<file path="src/sv/lts_pkg.sv">
// Shared types and constants for the time point store.
`default_nettype none
package lts_pkg;

  localparam int CAPACITY_DEF = 64;

  // Transaction codes on the input channel
  localparam logic [1:0] OP_INSERT   = 2'd0;
  localparam logic [1:0] OP_POS_AT_T = 2'd1;
  localparam logic [1:0] OP_T_AT_POS = 2'd2;

  // Configuration register indexes
  localparam logic CFG_ORIGIN_TIME     = 1'b0;
  localparam logic CFG_ORIGIN_POSITION = 1'b1;

  // Datapath step, one per controller state that touches data
  typedef enum logic [4:0] {
    DP_NOP,
    DP_LOAD,
    DP_DISPATCH,
    DP_APPEND,
    DP_SCAN_READ,
    DP_SCAN_SHIFT,
    DP_MUL_X_GO,
    DP_MUL_X_SAVE,
    DP_MUL_Y_GO,
    DP_MUL_Y_SAVE,
    DP_AREA,
    DP_AREA_CMP,
    DP_SHIFT_INIT,
    DP_SHIFT_READ,
    DP_SHIFT_WRITE,
    DP_INS_LAST,
    DP_Q_READ0,
    DP_Q_START,
    DP_Q_CLAMP,
    DP_BR_READ,
    DP_BR_CHECK,
    DP_IP_PREP,
    DP_IP_MUL_GO,
    DP_DIV_GO,
    DP_DIV_SAVE,
    DP_APPLY,
    DP_FINISH
  } dp_step_t;

  typedef enum logic [4:0] {
    S_IDLE,
    S_DISPATCH,
    S_APPEND,
    S_SC_RD,
    S_SC_LD,
    S_MX_GO,
    S_MX_WT,
    S_MY_GO,
    S_MY_WT,
    S_AREA,
    S_CMP,
    S_SH_INIT,
    S_SH_RD,
    S_SH_WR,
    S_LAST,
    S_Q_RD0,
    S_Q_ST,
    S_Q_CLAMP,
    S_BR_RD,
    S_BR_CHK,
    S_IP_PREP,
    S_IM_GO,
    S_IM_WT,
    S_ID_GO,
    S_ID_WT,
    S_APPLY,
    S_FINISH
  } lts_state_t;

  typedef struct packed {
    dp_step_t step;
  } lts_cmd_t;

  typedef struct packed {
    logic [1:0] opcode;
    logic       full;
    logic       mul_done;
    logic       div_done;
    logic       scan_loaded;
    logic       scan_more;
    logic       shift_more;
    logic       clamp_hit;
    logic       br_end;
    logic       br_hit;
    logic       ip_done;
    logic       ip_mid;
    logic       out_free;
  } lts_status_t;

endpackage
`default_nettype wire

</file>
<file path="src/sv/lts_ctrl.sv">
// Controller state machine sequencing insert, thinning and query steps.
`default_nettype none
module lts_ctrl (
  input  wire logic                clk,
  input  wire logic                rst,
  input  wire logic                in_valid,
  output logic                     in_ready,
  input  wire lts_pkg::lts_status_t status,
  output lts_pkg::lts_cmd_t        cmd
);
  import lts_pkg::*;

  lts_state_t state, state_next;

  always_ff @(posedge clk) begin
    if (rst) begin
      state <= S_IDLE;
    end else begin
      state <= state_next;
    end
  end

  // next state and step
  always_comb begin
    state_next = state;
    cmd.step   = DP_NOP;
    in_ready   = 1'b0;
    case (state)
      S_IDLE: begin
        in_ready = 1'b1;
        if (in_valid) begin
          cmd.step   = DP_LOAD;
          state_next = S_DISPATCH;
        end
      end
      S_DISPATCH: begin
        cmd.step = DP_DISPATCH;
        case (status.opcode)
          OP_INSERT:   state_next = status.full ? S_SC_RD : S_APPEND;
          OP_POS_AT_T: state_next = S_Q_RD0;
          OP_T_AT_POS: state_next = S_Q_RD0;
          default:     state_next = S_FINISH;
        endcase
      end
      S_APPEND: begin
        cmd.step   = DP_APPEND;
        state_next = S_FINISH;
      end
      S_SC_RD: begin
        cmd.step   = DP_SCAN_READ;
        state_next = S_SC_LD;
      end
      S_SC_LD: begin
        cmd.step   = DP_SCAN_SHIFT;
        state_next = status.scan_loaded ? S_MX_GO : S_SC_RD;
      end
      S_MX_GO: begin
        cmd.step   = DP_MUL_X_GO;
        state_next = S_MX_WT;
      end
      S_MX_WT: begin
        if (status.mul_done) begin
          cmd.step   = DP_MUL_X_SAVE;
          state_next = S_MY_GO;
        end
      end
      S_MY_GO: begin
        cmd.step   = DP_MUL_Y_GO;
        state_next = S_MY_WT;
      end
      S_MY_WT: begin
        if (status.mul_done) begin
          cmd.step   = DP_MUL_Y_SAVE;
          state_next = S_AREA;
        end
      end
      S_AREA: begin
        cmd.step   = DP_AREA;
        state_next = S_CMP;
      end
      S_CMP: begin
        cmd.step   = DP_AREA_CMP;
        state_next = status.scan_more ? S_SC_RD : S_SH_INIT;
      end
      S_SH_INIT: begin
        cmd.step   = DP_SHIFT_INIT;
        state_next = S_SH_RD;
      end
      S_SH_RD: begin
        cmd.step   = DP_SHIFT_READ;
        state_next = S_SH_WR;
      end
      S_SH_WR: begin
        cmd.step   = DP_SHIFT_WRITE;
        state_next = status.shift_more ? S_SH_RD : S_LAST;
      end
      S_LAST: begin
        cmd.step   = DP_INS_LAST;
        state_next = S_FINISH;
      end
      S_Q_RD0: begin
        cmd.step   = DP_Q_READ0;
        state_next = S_Q_ST;
      end
      S_Q_ST: begin
        cmd.step   = DP_Q_START;
        state_next = S_Q_CLAMP;
      end
      S_Q_CLAMP: begin
        cmd.step   = DP_Q_CLAMP;
        state_next = status.clamp_hit ? S_FINISH : S_BR_RD;
      end
      S_BR_RD: begin
        cmd.step   = DP_BR_READ;
        state_next = status.br_end ? S_IP_PREP : S_BR_CHK;
      end
      S_BR_CHK: begin
        cmd.step   = DP_BR_CHECK;
        state_next = status.br_hit ? S_IP_PREP : S_BR_RD;
      end
      S_IP_PREP: begin
        cmd.step = DP_IP_PREP;
        if (status.ip_done) begin
          state_next = S_FINISH;
        end else if (status.ip_mid) begin
          state_next = S_APPLY;
        end else begin
          state_next = S_IM_GO;
        end
      end
      S_IM_GO: begin
        cmd.step   = DP_IP_MUL_GO;
        state_next = S_IM_WT;
      end
      S_IM_WT: begin
        if (status.mul_done) begin
          state_next = S_ID_GO;
        end
      end
      S_ID_GO: begin
        cmd.step   = DP_DIV_GO;
        state_next = S_ID_WT;
      end
      S_ID_WT: begin
        if (status.div_done) begin
          cmd.step   = DP_DIV_SAVE;
          state_next = S_APPLY;
        end
      end
      S_APPLY: begin
        cmd.step   = DP_APPLY;
        state_next = S_FINISH;
      end
      S_FINISH: begin
        if (status.out_free) begin
          cmd.step   = DP_FINISH;
          state_next = S_IDLE;
        end
      end
      default: begin
        state_next = S_IDLE;
      end
    endcase
  end
endmodule
`default_nettype wire

</file>
<file path="config.mk">
export PLATFORM = sky130hd
export DESIGN_NAME = lts_ctrl
export DESIGN_NICKNAME = d
export VERILOG_FILES = /design/src/sv/lts_pkg.sv /design/src/sv/lts_ctrl.sv
export SDC_FILE = /design/constraint.sdc
export NUM_CORES = 1
export LEC_CHECK = 0
export BUFFER_PORTS_ARGS = -buffer_cell sky130_fd_sc_hd__buf_4
export CORE_MARGIN = 3
export CORE_UTILIZATION = 55
export CTS_BUF_LIST = sky130_fd_sc_hd__clkbuf_2 sky130_fd_sc_hd__clkbuf_4 sky130_fd_sc_hd__clkbuf_8
export DETAILED_ROUTE_END_ITERATION = 7
export GPL_TIMING_DRIVEN = 0
export PLACE_DENSITY_LB_ADDON = 0.05
export SYNTH_ARGS = -nofsm -noshare
export SYNTH_HDL_FRONTEND = slang
export SYNTH_SLANG_ARGS = --single-unit
</file>
<file path="constraint.sdc">
create_clock -name clk -period 1.8 [get_ports clk]
set_input_delay 0.09 -clock clk [delete_from_list [all_inputs] [get_ports clk]]
set_output_delay 0.09 -clock clk [all_outputs]
set_load 0.02 [all_outputs]
</file>
# Word level (Yosys, flattened, before mapping)
# Cells that the tools add are included.
[op_classes] muxes=24 n_eq_ne=34 n_reduce_logical=5
[op_table] cell="5-bit case mux with 26 select lines" count=1
[op_table] cell="5-bit case mux with 25 select lines" count=1
[op_table] cell="5-bit equality test, second input constant" count=11
[op_table] cell="5-bit by 4-bit equality test with 1-bit output, second input constant" count=8
[op_table] cell="5-bit 2-to-1 mux" count=8
[op_table] cell="5-bit by 3-bit equality test with 1-bit output, second input constant" count=4
[op_table] cell="4-bit 2-to-1 mux" count=5
[op_table] cell="3-bit 2-to-1 mux" count=4
[op_table] cell="2-bit != test, second input constant" count=6
[op_table] cell="5-bit by 2-bit equality test with 1-bit output, second input constant" count=2
[op_table] cell="5-bit case mux with 2 select lines" count=1
[op_table] cell="6-bit AND reduction" count=1
[op_table] cell="5-bit by 1-bit equality test with 1-bit output, second input constant" count=1
[op_table] cell="5-bit logical NOT" count=1
[op_table] cell="1-bit 2-to-1 mux" count=3
[op_table] cell="3-bit OR reduction" count=1
[op_table] cell="2-bit by 1-bit equality test with 1-bit output, second input constant" count=1
[op_table] cell="2-bit equality test, second input constant" count=1
[op_table] cell="2-bit logical NOT" count=1
[op_table] cell="2-bit 2-to-1 mux" count=1
[op_table] cell="2-bit OR reduction" count=1
[word_totals] reg_bits=5 word_cells=64 inputBits=17

# Depth between registers and ports, before layout
# Gate-level depths: netlist of the first run.
[logic_depth] word_depth=4 depth_mapped=7 depth_no_buf=7

# Least setup slack after synthesis of the first run
# Ideal clock, no wire load.
[synth_timing] path_type="reg2out" from="reg state[3]" to="out cmd[2] in the netlist's numbering" stages_incl_launch_ff=7 slack_ns=0.184 t_arrival_ns=1.526 cell_sequence="dfxtp_1 buf_2 buf_2 nor2_1 nor2_1 o21ai_1 a222oi_1"
[synth_rtl] item="start, declared" line="lts_ctrl.sv:13" text="lts_state_t state, state_next;"
[synth_rtl] item="start signal, assigned" line="lts_ctrl.sv:19" text="state <= state_next;"
[synth_rtl] item="end, declared" line="lts_ctrl.sv:9" text="output lts_pkg::lts_cmd_t cmd"

==> impl_metrics.ini, run 1 <==
[layout]
post-route-util = 0.768
num-fill-cells = 141
largestRegisters = state (5)
area_growth_pct = 28.1
final_cell_mix = buf_4 (26), nand2_1 (18), nor2_1 (16)
multiInputGateArea_um2 = 737
layout_commonest_cell = buf_4
drive_above_1_share = 0.282
largest_register = state
register_area_um2 = 105
largest_reg_flops = 5
nets = 195
diodes = 0

[routing]
ant_nets = 0
drtIter0Drc = 58
drt_wl_total_um = 3090
via_per_inst = 6.67
wire_per_inst_um = 16.2
first_pass_iters = 5
vias = 1268
drc_errors = 0

[global_route]
overflow = 0
antenna_found_initial = 0
grt_max_degree = 19
grt_pass1_wl_um = 4860
first_global_vias = 1112
use_met3 = 0.0651
use_met1 = 0.383
grt.total_usage = 0.299
busiest_layer = met2
use_met2 = 0.500

[placed_design]
hpwl_um = 2250
io_buffers = 22
gp_congestion = 0.955
pre_cts_slack_ns = 0.0201

[yosys]
ys.flop_type = dfxtp_1
yosysTopAreaCellShare = 0.107
synth_cells = 148
synth_nets = 168
yosys-top-cells-area = dfxtp_1 (11%), a21oi_1 (7.5%), nand2_1 (7.2%), nor2_1 (6.4%), buf_2 (5.4%)
synth.largest_area_cell = dfxtp_1
yosys_warnings = 0
ys_ff_latch = 5
synth_cell_types = 44
async_flop_share = 0
netlist_area_um2 = 935
yosysSeqAreaShare = 0.107
synth-edff-count = 0
synth.avg_cell_area_um2 = 6.32

[die]
initial_core_util = 0.600
core_mm2 = 0.00156
placementRows = 14
io_pins = 23
die_h_um = 47.2
die-width_um = 47.2
dieArea_mm2 = 0.00223

[clock_tree]
cts_inserted_buffers = 3
root_buffer = clkbuf_4
hold_buffers = 0
clk_latency_ns = 0.25
htreeDepth = 1
path_clk_slew_ns = 0.05
tritoncts = done
clock-sinks = 5
cts_buffer_depth = 2

[timing]
fmax_mhz = 579
period_minus_slack_ns = 1.73
hold_violations = 0
worstMarginPinSlew_ns = 0.362
drv_slew = 0
finalSetupViolations = 0
skew_ns = 0.00881
worst_slack_ns = 0.0719
fin_crit_sh = 0.960
slew-limit-headroom = 0.755

[setup_path]
crit_fanout = 10
required_ns = 1.71
cp-end-kind = primary output
cp_data_arrival_time_ns = 1.64
worstSetupStartpointType = flop
critPathKind = flop to primary output

[run]
drv_cap = 0

[worst_hold_path]
min_path_type = primary input to flop

[pwr]
power.density_mw_per_mm2 = 1380
ir_drop_v = 0.00104
p_total_w = 0.00165
leakagePower_nw = 0.489

[outcome]
outcome = completed
area by class of cell:
type,instances,area share
clock buffer,4,0.0251
inverter,6,0.0188
sequential,5,0.0878
buffer,14,0.0920
timing repair buffer,23,0.144
tap,16,0.0167
multi-input combinational,122,0.615
cell families (layout without fill, tap and decap cells):
kind of cell / after synthesis / in the layout / synth area share
flops: 5 / 5 / 0.107
mux: 1 / 1 / 0.0107
simple gates: 64 / 64 / 0.353
buf+inv: 21 / 47 / 0.110
compound gates: 54 / 54 / 0.379
fa+ha+maj: 3 / 3 / 0.0402
cell usage after synthesis (all sizes together), types with 3 or more instances:
cell type  instances
a21boi             5
a21oi             14
buf               12
clkbuf             3
dfxtp              5
ha                 3
inv                6
nand2             18
nand2b             3
nor2              16
nor2b              5
nor3               5
o21ai             16
o21bai             3
o22ai              3
path summary, 6_finish.rpt:
path                              start                    end  slack, ns  cells past startpoint
hold / removal                      rst  state[1]$_SDFFE_PP0P_       0.01                      2
hold reg to reg   state[3]$_SDFFE_PP0P_  state[2]$_SDFFE_PP0P_       0.86                      4
setup / recovery  state[4]$_SDFFE_PP0P_                 cmd[1]       0.07                      7
setup reg to reg  state[0]$_SDFFE_PP0P_  state[3]$_SDFFE_PP0P_       0.18                      6
through the flow:
step                      hold slack, ns  instance area [um^2]  setup TNS (ns)  cells
final                             0.0141                  1200               0    190
after global routing              0.0160                  1200         -0.0190    190
after CTS                         0.0182                  1160               0    189
after detailed placement           0.285                  1120               0    186
after global placement             0.285                  1120               0    186
after floorplan                    0.159                   935               0    148
worst max-delay path, cell delays in order, from the launching register on:
cell      delay (ns)
dfxtp_1         0.31
buf_4           0.16
nor2b_2         0.23
a21oi_1         0.06
nor3b_1         0.18
a21oi_1         0.07
o221ai_1        0.19
buf_4           0.18
timing repair:
action,4_1_cts,5_1_grt
resized for setup,8,15
setup endpoints to repair,5,3
hold endpoints to repair,0,0
pin swaps,0,2
buffers inserted,0,1
report_power, final:
| part | switching [W] | total, W | internal, W |
|---|---|---|---|
| Combinational | 0.000776 | 0.00132 | 0.000543 |
| Sequential | 0.0000304 | 0.000182 | 0.000152 |
| Clock | 0.0000507 | 0.000150 | 0.0000991 |
| Total | 0.000857 | 0.00165 | 0.000794 |
routing by layer:
layer,vias up,part of all wire
li1,589,-
met4,0,0.031
met1,579,0.40
met3,16,0.094
met5,-,0
met2,84,0.48
(Power assumes the default switching activity.)
==> inputs of run 2 (changes only) <==
--- a/config.mk
+++ b/config.mk
@@ -7,11 +7,12 @@
 export LEC_CHECK = 0
 export BUFFER_PORTS_ARGS = -buffer_cell sky130_fd_sc_hd__buf_4
 export CORE_MARGIN = 3
-export CORE_UTILIZATION = 55
+export CORE_UTILIZATION = 50
 export CTS_BUF_LIST = sky130_fd_sc_hd__clkbuf_2 sky130_fd_sc_hd__clkbuf_4 sky130_fd_sc_hd__clkbuf_8
 export DETAILED_ROUTE_END_ITERATION = 7
 export GPL_TIMING_DRIVEN = 0
 export PLACE_DENSITY_LB_ADDON = 0.05
+export SETUP_SLACK_MARGIN = 0.15
 export SYNTH_ARGS = -nofsm -noshare
 export SYNTH_HDL_FRONTEND = slang
 export SYNTH_SLANG_ARGS = --single-unit
==> constraint.sdc (replaced) <==
create_clock -name clk -period 1.52 [get_ports clk]
set_input_delay 0.076 -clock clk [delete_from_list [all_inputs] [get_ports clk]]
set_output_delay 0.076 -clock clk [all_outputs]
set_load 0.02 [all_outputs]
==> run 2 against run 1 <==
The flow now stops in 5_1_grt; area after synthesis did not move; synthesized cell count did not move.
==> impl_metrics.ini, run 2 <==
[yosys]
synth_common_cells = nand2_1 (18), nor2_1 (16), a21oi_1 (14)
ys.flop_type = dfxtp_1
synth.largest_area_cell = dfxtp_1
synth_cells = 148
ys_ff_latch = 5
synth_cell_types = 44
synth-edff-count = 0
yosysMostFrequentCell = nand2_1
netlist_area_um2 = 935
yosys_warnings = 0
yosysSeqAreaShare = 0.107
yosysTopAreaCellShare = 0.107
yosys-top-cells-area = dfxtp_1 (11%), a21oi_1 (7.5%), nand2_1 (7.2%), nor2_1 (6.4%), buf_2 (5.4%)
synth.avg_cell_area_um2 = 6.32
synth_nets = 168
async_flop_share = 0

[placed_design]
gp_congestion = 0.951
placed_cell_area_mm2 = 0.00118
io_buffers = 22
hpwl_um = 2180

[outcome]
failed_stage = 5_1_grt
error = [ERROR DPL-0038] Utilization greater than 100%, impossible to legalize
outcome = aborted with a tool error

[die]
initial_core_util = 0.574
die_h_um = 49.2
die-width_um = 49.2
placementRows = 14
io_pins = 23

[clock_tree]
root_buffer = clkbuf_4
hold_buffers = 0
htreeDepth = 1
cts_buffer_depth = 2
clock-sinks = 5
cts_inserted_buffers = 3

[timing]
worst-ep-kind = primary output
crit_endpoint = cmd[1]

[global_route]
grt_max_degree = 11
## run 2: logic make-up after synthesis
kind of cell,synth area share
fa+ha+maj,0.0402
flops,0.107
mux,0.0107
buf+inv,0.110
compound gates,0.379
simple gates,0.353
## run 2: timing repair
action | in CTS
resized for setup | 53
setup buffers | 19
cloned | 0
pin swaps | 12
endpoints found under the setup margin | 11
## run 2: stage by stage
step	std cells	setup TNS [ns]	hold WS, ns	setup WS, ns
floorplan	148	0	0.145	0.0957
global placement	194	-0.0108	0.271	-0.00719
detailed placement	194	-0.0140	0.276	-0.00737
CTS	217	-0.536	0.00913	-0.108
==> inputs of run 3 (changes only) <==
==> config.mk (replaced) <==
export PLATFORM = sky130hd
export DESIGN_NAME = lts_ctrl
export DESIGN_NICKNAME = d
export VERILOG_FILES = /design/src/sv/lts_pkg.sv /design/src/sv/lts_ctrl.sv
export SDC_FILE = /design/constraint.sdc
export NUM_CORES = 1
export LEC_CHECK = 0
export BUFFER_PORTS_ARGS = -buffer_cell sky130_fd_sc_hd__buf_4
export CORE_AREA = 3 3 64 66
export DETAILED_ROUTE_END_ITERATION = 7
export DIE_AREA = 0 0 67 69
export GPL_TIMING_DRIVEN = 0
export PLACE_DENSITY_LB_ADDON = 0.15
export SYNTH_ARGS = -nofsm -noshare
export SYNTH_HDL_FRONTEND = slang
export SYNTH_SLANG_ARGS = --single-unit
==> constraint.sdc (replaced) <==
create_clock -name clk -period 2 [get_ports clk]
set_input_delay 0.1 -clock clk [delete_from_list [all_inputs] [get_ports clk]]
set_output_delay 0.1 -clock clk [all_outputs]
set_load 0.02 [all_outputs]
==> run 3 against run 2 <==
The run now ends clean.
==> impl_metrics.ini, run 3 (synthesis gave the netlist of run 1 again) <==
[die]
dieArea_mm2 = 0.00462
placementRows = 22
die_h_um = 69
die-width_um = 67
initial_core_util = 0.257
io_pins = 23
core_mm2 = 0.00363

[clock_tree]
clock-sinks = 5
root_buffer = clkbuf_8
path_clk_slew_ns = 0.04
cts_buffer_depth = 2
hold_buffers = 0
cts_setup_buffers = 0
cts_inserted_buffers = 3
tritoncts = done
htreeDepth = 1
clk_latency_ns = 0.22

[timing]
hold_violations = 0
rsz0062_at_grt = no
slew-limit-headroom = 0.725
finalSetupViolations = 0
fin_crit_sh = 0.929
fin_setup_tns_ns = 0
hold_slack_ns = 0.0770
drv_slew = 0
period_minus_slack_ns = 1.86
worstMarginPinSlew_ns = 0.412
fmax_mhz = 538
skew_ns = 0.00312

[placed_design]
dp.cells = 218
io_buffers = 22
hpwl_um = 2480
gp_congestion = 0.864

[global_route]
grt_max_degree = 11
grt_pass1_wl_um = 5570
first_global_vias = 1190
overflow = 0
grt.total_usage = 0.151
antenna_found_initial = 0

[setup_path]
max_stage_delay_ns = 0.37
critPathKind = flop to primary output
worstSetupStartpointType = flop
cp-end-kind = primary output
path_cells = clkbuf_4 -> buf_4 -> nor2_1 -> nor2_1 -> o21ai_1 -> a222oi_1 -> buf_4
crit_fanout = 10
required_ns = 1.90
cp_data_arrival_time_ns = 1.76
timing.reg2reg.setup_slack_ns = 0.36
cp_slowest_cell = dfxtp_2

[pwr]
power.density_mw_per_mm2 = 1230
combPwrFrac = 0.773
ir_drop_v = 0.000488
pwr-share-seq = 0.106
switchingPower_w = 0.000772
leakagePower_nw = 0.483
power_frac_clock = 0.121
p_int_w = 0.000732
p_sw_frac = 0.513
p_total_w = 0.00150

[routing]
vias = 1236
wire_per_inst_um = 14.9
via_per_inst = 5.57
ant_nets = 0
drtIter0Drc = 62
drt_wl_total_um = 3310
drc_errors = 0
first_pass_iters = 4

[outcome]
outcome = completed

[layout]
largestRegisters = state (5)
nets = 195
layout_commonest_cell = buf_4
largest_register = state
area_growth_pct = 31.1
drive_above_1_share = 0.253
post-route-util = 0.337
finalNonFillerCells = 222
largest_reg_flops = 5
final_cell_mix = buf_4 (24), nand2_1 (18), nor2_1 (16)
diodes = 0

[worst_hold_path]
min_path_type = primary input to flop

[run]
drv_cap = 0
## run 3: power groups by stage
stage	registers, W	clock network, W	logic, W
after floorplan	0.000150	0	0.000796
after global placement	0.000158	0	0.00114
after detailed placement	0.000159	0	0.00112
after CTS	0.000158	0.000189	0.00113
after global routing	0.000163	0.000200	0.00128
final	0.000160	0.000182	0.00116
## run 3: layer usage
| metal | vias to the layer above | GRT usage | routed length (um) |
|---|---|---|---|
| li1 | 598 | - | - |
| met1 | 585 | 0.202 | 1430 |
| met2 | 51 | 0.242 | 1630 |
| met3 | 2 | 0.0309 | 236 |
| met4 | 0 | 0.0360 | 15 |
| met5 | - | 0 | 0 |
## run 3: final cells by class
cell class,instances,area (um^2)
Buffer,15,93.8
Clock buffer,4,45.0
Fill cell,420,2410
Inverter,6,22.5
Multi-Input combinational cell,122,737
Sequential cell,5,101
Tap cell,48,60.1
Timing Repair Buffer,22,165
## run 3: timing repair
action                                  4_1_cts  5_1_grt
endpoints found under the setup margin        1        3
gates resized for setup                       1        8
endpoints found under the hold margin         0        0
cloned                                        0        0
## run 3: through the flow
stage	setup WS [ns]	area, um^2
final	0.142	1220
after global placement	0.249	1160
after floorplan	0.374	935
after detailed placement	0.219	1160
after CTS	0.0393	1210
after global routing	0.0236	1220
## run 3: worst paths after layout
check                           depth (start not counted)                  start                    end
worst max-delay path                                    7  state[3]$_SDFFE_PP0P_                 cmd[2]
worst max register to register                          6  state[0]$_SDFFE_PP0P_  state[3]$_SDFFE_PP0P_
worst min register to register                          4  state[4]$_SDFFE_PP0P_  state[4]$_SDFFE_PP0P_
worst min-delay path                                    2                    rst  state[4]$_SDFFE_PP0P_
## run 3: worst max-delay path: cells and delay by family (launching register included)
| family | cells | cell delay (ns) |
|---|---|---|
| DFF | 1 | 0.37 |
| buffers and inverters | 3 | 0.62 |
| and+or+nand+nor | 2 | 0.20 |
| AOI/OAI and AO/OA | 2 | 0.35 |
==> inputs of run 4 (changes only) <==
--- a/config.mk
+++ b/config.mk
@@ -14,3 +14,4 @@
 export SYNTH_ARGS = -nofsm -noshare
 export SYNTH_HDL_FRONTEND = slang
 export SYNTH_SLANG_ARGS = --single-unit
+export TNS_END_PERCENT = 30
==> constraint.sdc (replaced) <==
create_clock -name clk -period 2 [get_ports clk]
set_input_delay 0.1 -clock clk [delete_from_list [all_inputs] [get_ports clk]]
set_output_delay 0.1 -clock clk [all_outputs]
set_load 0.05 [all_outputs]
==> run 4 against run 3 <==
Combinational power grew 17%; clock-buffer cell count unchanged; sequential power barely moved; critical path depth down 1; worst hold slack gained 0.0027 ns; non-clock buffer count unchanged; maximum frequency increased by 0.16%; via count fell by 3.6%; die area is the same; flip-flop and latch count unchanged; global-route usage is 0.093 points higher; critical endpoint is now cmd[1]; largest power group unchanged; highest routed layer unchanged.
==> impl_metrics.ini, run 4 (synthesis gave the netlist of run 1 again) <==
[outcome]
outcome = completed

[run]
drv_cap = 0

[placed_design]
dp.cells = 218
gp_congestion = 0.863
io_buffers = 22
hpwl_um = 2520
pre_cts_slack_ns = 0.406
placed_cell_area_mm2 = 0.00120

[clock_tree]
clk_latency_ns = 0.22
path_clk_slew_ns = 0.04
tritoncts = done
cts_inserted_buffers = 3
htreeDepth = 1
cts_buffer_depth = 2
cts_resized = 0
cts_setup_buffers = 0
hold_buffers = 0
root_buffer = clkbuf_8
clock-sinks = 5

[die]
core_mm2 = 0.00363
placementRows = 22
initial_core_util = 0.257
dieArea_mm2 = 0.00462
die_h_um = 69
die-width_um = 67
io_pins = 23

[timing]
skew_ns = 0.00386
fin_crit_sh = 0.927
slew-limit-headroom = 0.724
worst_slack_ns = 0.145
drv_slew = 0
hold_slack_ns = 0.0796
hold_violations = 0
worstMarginPinSlew_ns = 0.415
finalSetupViolations = 0
period_minus_slack_ns = 1.85
rsz0062_at_grt = no
fmax_mhz = 539

[pwr]
power.density_mw_per_mm2 = 1370
ir_drop_v = 0.000393
leakagePower_nw = 0.490

[setup_path]
cpLargestDelayFamily = buffers and inverters
cp_data_arrival_time_ns = 1.75
cp-end-kind = primary output
worstSetupStartpointType = flop
required_ns = 1.90
critical_path_buf_inv_count = 3
cp_slowest_cell = dfxtp_1
path_cells = buf_2 -> buf_2 -> nand2_1 -> a21oi_1 -> o221ai_1 -> buf_4
crit_fanout = 10
critPathKind = flop to primary output
max_stage_delay_ns = 0.44
worst_path_most_repeated_cell = buf_2

[routing]
first_pass_iters = 4
drc_errors = 0
wire_per_inst_um = 15.0
drtIter0Drc = 80
via_per_inst = 5.37
drt_wl_total_um = 3330
ant_nets = 0
vias = 1192

[layout]
finalNonFillerCells = 222
final_cell_mix = buf_4 (23), nand2_1 (18), nor2_1 (16)
area_growth_pct = 33.5
drive_above_1_share = 0.247
largest_reg_flops = 5
largestRegisters = state (5)
largest_register = state
layout_commonest_cell = buf_4
final_area_mm2 = 0.00125
post-route-util = 0.343
nets = 195
diodes = 0

[global_route]
grt_max_degree = 11
grt.total_usage = 0.152
overflow = 0
first_global_vias = 1167
antenna_found_initial = 0
grt_pass1_wl_um = 5580

[worst_hold_path]
min_path_type = primary input to flop
## run 4: worst paths after layout
kind / from / end / slack, ns / depth (start not counted)
min: rst / state[1]$_SDFFE_PP0P_ / 0.08 / 2
max reg2reg: state[4]$_SDFFE_PP0P_ / state[2]$_SDFFE_PP0P_ / 0.38 / 7
max: state[1]$_SDFFE_PP0P_ / cmd[1] / 0.15 / 6
min reg2reg: state[4]$_SDFFE_PP0P_ / state[4]$_SDFFE_PP0P_ / 0.83 / 4
## run 4: area by class of cell
cell class | instances | area [um^2]
tap | 48 | 60.1
buffer | 15 | 121
multi-input combinational | 122 | 732
fill | 427 | 2390
sequential | 5 | 101
timing repair buffer | 22 | 165
clock buffer | 4 | 45.0
inverter | 6 | 22.5
## run 4: through the flow
stage | total power, W | TNS [ns]
floorplan | 0.00117 | -0.0959
global placement | 0.00152 | 0
detailed placement | 0.00151 | 0
CTS | 0.00170 | 0
global route | 0.00184 | 0
finish | 0.00171 | 0
## run 4: routing by layer
metal / up-vias / part of all wire / GRT usage
met5: - / 0 / 0
li1: 590 / - / -
met4: 0 / 0.0090 / 0.0360
met1: 548 / 0.45 / 0.216
met3: 4 / 0.053 / 0.0228
met2: 50 / 0.49 / 0.236
## run 4: power by group
group          leakage [nW]  switching (W)  internal (W)
clock                0.0228      0.0000476      0.000137
combinational         0.426       0.000859      0.000501
sequential           0.0415      0.0000272      0.000134
total                 0.490       0.000933      0.000772
